==> src/hdl/sfcb_pkg.sv <==
// shared types, constants and the prefix-count function for the slot bitmap
// no dependencies
`default_nettype none

package sfcb_pkg;

  localparam int SLOT_COUNT = 1024;
  localparam int SLOT_W     = $clog2(SLOT_COUNT);
  localparam int N_W        = SLOT_W + 1;
  localparam int FILL_W     = 16;
  localparam int CELL_BITS  = 32;
  localparam int CELL_LOG   = $clog2(CELL_BITS);
  localparam int CELL_COUNT = SLOT_COUNT / CELL_BITS;
  localparam int CELL_IDX_W = $clog2(CELL_COUNT);
  localparam int CNT_W      = CELL_LOG + 1;

  localparam logic REQ_FILL  = 1'b0;
  localparam logic REQ_CLEAR = 1'b1;

  typedef struct packed {
    logic              req_type;
    logic [SLOT_W-1:0] start_slot;
    logic [SLOT_W-1:0] end_slot;
    logic [FILL_W-1:0] fill_count;
  } in_req_t;

  typedef struct packed {
    logic              placed;
    logic [SLOT_W-1:0] first_slot;
    logic [SLOT_W-1:0] last_slot;
    logic [N_W-1:0]    cleared_count;
  } out_res_t;

  // request token walking along the row of cells
  typedef struct packed {
    logic              valid;
    logic              is_clear;
    logic [SLOT_W-1:0] start_slot;
    logic [SLOT_W-1:0] end_clip;
    logic [N_W-1:0]    n_eff;
    logic [FILL_W-1:0] remaining;
    logic              placed;
    logic [SLOT_W-1:0] first_slot;
    logic [SLOT_W-1:0] last_slot;
    logic [N_W-1:0]    cleared_count;
  } tok_t;

  typedef logic [CELL_BITS-1:0][CNT_W-1:0] pfx_t;

  // inclusive prefix popcount, log-depth
  function automatic pfx_t prefix_count(input logic [CELL_BITS-1:0] v);
    pfx_t p;
    pfx_t nx;
    int   d;
    for (int j = 0; j < CELL_BITS; j++) begin
      p[j] = CNT_W'(v[j]);
    end
    for (int lvl = 0; lvl < CELL_LOG; lvl++) begin
      d = 1 << lvl;
      for (int j = 0; j < CELL_BITS; j++) begin
        if (j >= d) begin
          nx[j] = p[j] + p[j-d];
        end else begin
          nx[j] = p[j];
        end
      end
      p = nx;
    end
    return p;
  endfunction

endpackage

`default_nettype wire

==> src/hdl/sfcb_cell.sv <==
// one cell of the row: holds a slice of the occupancy map and serves the passing token
// depends on sfcb_pkg
`default_nettype none

module sfcb_cell import sfcb_pkg::*; (
  input  wire logic                  clk_i,
  input  wire logic                  rst_ni,
  input  wire logic [CELL_IDX_W-1:0] cell_idx_i,
  input  wire tok_t                  tok_i,
  output tok_t                       tok_o
);

  logic [CELL_BITS-1:0] map_q, map_d;
  tok_t                 tok_q, tok_d;

  logic [CELL_BITS-1:0] mask_fill, mask_clear, free_v, hit_v, take_v;
  logic [SLOT_W-1:0]    slot;
  pfx_t                 pfx_free, pfx_hit;
  logic [CNT_W-1:0]     tk;
  logic [CELL_LOG-1:0]  f_idx, l_idx;

  always_comb begin
    for (int j = 0; j < CELL_BITS; j++) begin
      slot          = {cell_idx_i, CELL_LOG'(j)};
      mask_fill[j]  = (slot >= tok_i.start_slot) && ({1'b0, slot} < tok_i.n_eff);
      mask_clear[j] = mask_fill[j] && (slot <= tok_i.end_clip);
    end
    free_v   = ~map_q & mask_fill;
    hit_v    = map_q & mask_clear;
    pfx_free = prefix_count(free_v);
    pfx_hit  = prefix_count(hit_v);
    for (int j = 0; j < CELL_BITS; j++) begin
      take_v[j] = free_v[j] && (FILL_W'(pfx_free[j]) <= tok_i.remaining);
    end
    tk = (tok_i.remaining < FILL_W'(pfx_free[CELL_BITS-1])) ?
         tok_i.remaining[CNT_W-1:0] : pfx_free[CELL_BITS-1];
    f_idx = '0;
    l_idx = '0;
    for (int j = CELL_BITS - 1; j >= 0; j--) begin
      if (take_v[j]) f_idx = CELL_LOG'(j);
    end
    for (int j = 0; j < CELL_BITS; j++) begin
      if (take_v[j]) l_idx = CELL_LOG'(j);
    end
  end

  always_comb begin
    map_d = map_q;
    tok_d = tok_i;
    if (tok_i.valid) begin
      if (tok_i.is_clear == REQ_CLEAR) begin
        map_d               = map_q & ~mask_clear;
        tok_d.cleared_count = tok_i.cleared_count + N_W'(pfx_hit[CELL_BITS-1]);
      end else begin
        map_d           = map_q | take_v;
        tok_d.remaining = tok_i.remaining - FILL_W'(tk);
        if (|take_v) begin
          if (!tok_i.placed) tok_d.first_slot = {cell_idx_i, f_idx};
          tok_d.last_slot = {cell_idx_i, l_idx};
          tok_d.placed    = 1'b1;
        end
      end
    end
  end

  always_ff @(posedge clk_i or negedge rst_ni) begin
    if (!rst_ni) begin
      map_q <= '0;
      tok_q <= '0;
    end else begin
      map_q <= map_d;
      tok_q <= tok_d;
    end
  end

  assign tok_o = tok_q;

endmodule

`default_nettype wire
==> config.mk <==
export PLATFORM = sky130hd
export DESIGN_NAME = sfcb_cell
export DESIGN_NICKNAME = d
export VERILOG_FILES = /design/src/hdl/sfcb_pkg.sv /design/src/hdl/sfcb_cell.sv
export SDC_FILE = /design/constraint.sdc
export NUM_CORES = 1
export LEC_CHECK = 0
export ABC_AREA = 1
export ABC_CLOCK_PERIOD_IN_PS = 9700
export BUFFER_PORTS_ARGS = -buffer_cell sky130_fd_sc_hd__buf_2
export CELL_PAD_IN_SITES_DETAIL_PLACEMENT = 2
export CELL_PAD_IN_SITES_GLOBAL_PLACEMENT = 2
export CORE_ASPECT_RATIO = 1.5
export CORE_UTILIZATION = 34
export CTS_CLUSTER_SIZE = 40
export DETAILED_ROUTE_END_ITERATION = 8
export PLACE_DENSITY_LB_ADDON = 0.1
export SKIP_CTS_REPAIR_TIMING = 1
export SYNTH_ARGS = -nofsm -noshare
export SYNTH_HDL_FRONTEND = slang
export SYNTH_SLANG_ARGS = --single-unit
==> constraint.sdc <==
create_clock -name clk_i -period 9.7 [get_ports clk_i]
set_input_delay 0.97 -clock clk_i [delete_from_list [all_inputs] [get_ports clk_i]]
set_output_delay 0.97 -clock clk_i [all_outputs]
set_load 0.02 [all_outputs]
Yosys cells after proc, flatten, opt, wreduce, memory -nomap -nowiden
Cells that the tools add are included.
{"block": "totals", "ff_bits": 113, "wordCells": 475, "output_inout_bits": 81, "inputBits": 88}
{"block": "classes", "n_reduce_logical": 97, "n_bitwise": 6, "n_lt_le_gt_ge": 129, "muxes": 70, "add_sub_neg": 162}
{"cell": "< comparator 10 x 11 -> 1 bit", "n": 32}
{"cell": "greater-or-equal comparator 10 bit", "n": 32}
{"cell": "<= comparator 10 bit", "n": 32}
{"cell": "two-way mux 5 bit", "n": 62}
{"cell": "<= comparator 6 x 16 -> 1 bit", "n": 16}
{"cell": "<= comparator 5 x 16 -> 1 bit", "n": 8}
{"cell": "adder 3 x 3 -> 4 bit", "n": 30}
{"cell": "adder 2 x 2 -> 3 bit", "n": 37}
{"cell": "adder 4 x 4 -> 5 bit", "n": 22}
{"cell": "AND 32 bit", "n": 3}
{"cell": "logical AND 1 bit", "n": 96}
{"cell": "adder 1 x 1 -> 2 bit", "n": 47}
{"cell": "<= comparator 4 x 16 -> 1 bit", "n": 4}
{"cell": "NOT 32 bit", "n": 2}
{"cell": "adder 5 x 5 -> 6 bit", "n": 9}
{"cell": "two-way mux 48 bit", "n": 1}
{"cell": "two-way mux 37 bit", "n": 1}
{"cell": "<= comparator 3 x 16 -> 1 bit", "n": 2}
{"cell": "two-way mux 32 bit", "n": 1}
{"cell": "bitwise OR 32 bit", "n": 1}
{"cell": "OR reduction 32 bit", "n": 1}
{"cell": "adder 5 x 4 -> 6 bit", "n": 4}
{"cell": "two-way mux 21 bit", "n": 1}
{"cell": "<= comparator 1 x 16 -> 1 bit", "n": 1}
{"cell": "17 further kinds", "n": 19}

Depth between registers and ports, before layout
{"block": "logic_depth", "ltp_word": 46, "ltp_mapped": 75}

Worst setup path before layout
OpenSTA, ideal clock, no wires.
{"block": "synth_timing", "path_kind": "input-to-reg", "from": "in cell_idx_i[0]", "to": "reg tok_q, in the netlist tok_o[42]", "setup_time_ns": 0.123, "required_ns": 9.577, "arrival_time_ns": 9.430, "path_slack_ns": 0.147, "stages": 47, "path_cell_list": "inv_1 > ha_1 > inv_1 > nor2_2 > nand2_2 > nor2_2 > a21oi_1 > nor3_1 > inv_1 > nor2_1 > ha_1 > inv_1 > fa_1 > inv_1 > fa_1 > inv_1 > fa_1 > inv_1 > [11 not listed] > ha_1 > nand2_1 > nor3b_1 > nand3_1 > clkbuf_1 > o21ai_0 > ha_1 > inv_1 > fa_1 > a31oi_1 > nor2_1 > o21ai_0 > nand2_1 > inv_1 > nand2_1 > nor2_1 > nand3_1 > xor2_1"}
{"item": "start: declaration", "line_no": "sfcb_cell.sv:8", "rtl": "input wire logic [CELL_IDX_W-1:0] cell_idx_i,"}
{"item": "end signal: assignment", "line_no": "sfcb_cell.sv:72", "rtl": "tok_q <= tok_d;"}
{"item": "end: declaration", "line_no": "sfcb_cell.sv:14", "rtl": "tok_t tok_q, tok_d;"}

==> results.cfg <==
[status]
status = finished clean

[sta]
setup_viol = 0
fmax_mhz = 103
hold_ws_ps = 516
grt_setup_unrepaired = true
hold_viol = 0
worstMarginPinSlew_ps = 1120
timing.final.crit_share = 0.997
finalSetupTns_ps = 0
slew_violations = 0
fin_skew_ps = 14.1
min_period_ps = 9670
slew_headroom = 0.252

[global_route]
grt_util_all_layers = 0.315
grt_pass1_wl_um = 142000
antenna_found_initial = 1
grt_pass1_vias = 24000
grt_max_degree = 66
grt_overflow_total = 0

[hold_path]
hold_path_class = reg2reg
worstHoldPathCells = 2
whs_endpoint = map_q[1]
hp-start = map_q[1]

[worst_setup_path]
startpoint = cell_idx_i[2]
cp_common_cell = nand2_1
worst-path-buf-inv = 10
cp-end-kind = flip-flop
crit_path_max_fanout = 3
crit_type = in2reg
required_ps = 10040
cp_slowest_cell = fa_2
reg2reg_depth = 63
arrival_ps = 10010
r2r_setup_slack_ps = 1530
reg2reg_to = tok_o[21]
r2r-start = map_q[13]
start_kind = input port
max_stage_delay_ps = 620
crit_family = adder cells

[clocking]
cts_made_buffers = 17
clock-root-buffer = clkbuf_16
cts_sinks = 113
clockBufferDepth = 2
clkTransAtPathRegs_ps = 60
cts_tree = built
h-tree-depth = 4
insertion_delay_ps = 450

[floorplan]
ios = 169
core-area_um2 = 58900
die_x_um = 201
start_util = 0.345
placementRows = 109
dieArea_um2 = 60700
die_y_um = 301

[route]
drc = 0
dr.pass1.iters = 5
wl_um = 97500
drt_iter0_drc = 488
wl_per_cell_um = 24.8
ant_nets = 0
via_per_inst = 5.21
vias = 20500

[synth]
synth_edf_count = 0
ys_ff_latch = 113
ys_types = 60
synth_warnings = 0
synth-main-ff-cell = dfrtp_1
async_flop_share = 1.00
syn_inst = 2550
synth_nets = 3221
seq_area_frac_synth = 0.139
syn_area_per_cell_um2 = 7.96
netlist_area_um2 = 20300

[layout]
multi_input_area_um2 = 16200
final_cell_mix = inv_1, buf_4, ha_1
nFillCells = 6769
postLayoutCoreUtil = 0.451
final_layout_size_suffix_gt1_frac = 0.280
nets = 3809
layout_commonest_cell = inv_1
post-route-cell-area_um2 = 26600
regArea_um2 = 2830
area_growth_pct = 30.9

[placed_design]
gp_congestion = 0.986
io_buffers = 168
dpl_cell_area_um2 = 24900
dp_hpwl_um = 83300

[run]
max_cap_violations = 0
sequential cells by signal, indices dropped and copies added, names as in the netlist:
name / flops
map_q: 32
tok_o: 81
tightest hold or removal path, stage by stage, from the launching register on:
cell	delay (ps)
dfrtp_1	340
o21ai_0	70
o21ai_0	70
synth_stat cells, types with 3 or more instances:
| cell | n | area share |
|---|---|---|
| buf_6 | 3 | 0.0017 |
| nor2_2 | 20 | 0.0062 |
| a21oi_2 | 4 | 0.0017 |
| o311ai_0 | 5 | 0.0022 |
| nor2_4 | 15 | 0.0083 |
| nand2_2 | 15 | 0.0046 |
| nor3_1 | 15 | 0.0037 |
| o21ai_2 | 11 | 0.0047 |
| or2_2 | 3 | 0.00092 |
| nand3_2 | 4 | 0.0020 |
| ha_1 | 423 | 0.26 |
| nor2_1 | 150 | 0.028 |
| nand4_1 | 24 | 0.0074 |
| a21boi_0 | 5 | 0.0018 |
| a21oi_1 | 154 | 0.038 |
| fa_1 | 160 | 0.16 |
| nand3_1 | 118 | 0.029 |
| a21o_1 | 6 | 0.0022 |
| o22ai_1 | 4 | 0.0012 |
| a31oi_1 | 22 | 0.0068 |
| xor2_1 | 74 | 0.032 |
| a211oi_1 | 3 | 0.0011 |
| nand2_1 | 419 | 0.077 |
| inv_1 | 484 | 0.090 |
| o2111ai_1 | 4 | 0.0017 |
| dfrtp_1 | 113 | 0.14 |
| clkbuf_1 | 11 | 0.0020 |
| o21ai_1 | 11 | 0.0027 |
| nand3b_1 | 7 | 0.0026 |
| xnor2_1 | 30 | 0.013 |
| o211ai_1 | 17 | 0.0063 |
| o21bai_1 | 4 | 0.0015 |
| inv_2 | 32 | 0.0059 |
| nand2_4 | 5 | 0.0028 |
| a221oi_1 | 3 | 0.0013 |
| o21ai_0 | 127 | 0.031 |
| o31ai_1 | 11 | 0.0041 |
how the worst max path moves through the flow:
stage	end	slack (ps)	cells after the start
floorplan	tok_o[42]	150	47
global placement	tok_o[21]	-430	67
detailed placement	tok_o[42]	-880	54
CTS	tok_o[42]	-460	54
global route	tok_o[21]	-510	72
finish	tok_o[21]	30	71
cell type report:
type,count,area share
Clock buffer,20,0.0164
Inverter,520,0.0740
Multi-Input combinational cell,1900,0.609
Sequential cell,113,0.106
Antenna cell,1,0.0000942
Tap cell,777,0.0366
Clock inverter,12,0.00419
Timing Repair Buffer,586,0.153
logic make-up (layout without fill, tap and decap cells):
| kind of cell | after synthesis | in the layout | share of synthesized area |
|---|---|---|---|
| xor+xnor | 104 | 104 | 0.0449 |
| flops | 113 | 113 | 0.139 |
| buf+inv | 537 | 1138 | 0.101 |
| fa+ha+maj | 583 | 583 | 0.419 |
| simple gates | 808 | 808 | 0.179 |
| compound gates | 403 | 403 | 0.117 |
| mux | 2 | 2 | 0.000986 |
| other cells | 0 | 1 | 0 |
metrics by stage:
step / setup WS [ps] / std cells
after floorplan: 147 / 2550
after global placement: -431 / 3861
after detailed placement: -883 / 3861
after CTS: -464 / 3893
after global routing: -515 / 3929
final: 31.9 / 3929
layer usage:
metal,part of all wire,GRT usage,vias to the layer above
met3,0.022,0.0236,249
met1,0.35,0.304,10300
met5,0,0,-
li1,-,-,9459
met4,0.083,0.226,0
met2,0.55,0.624,429
Power is left out: the tool's default activity adds up to more than one toggle a clock period on the data nets, which glitch-free logic cannot reach.
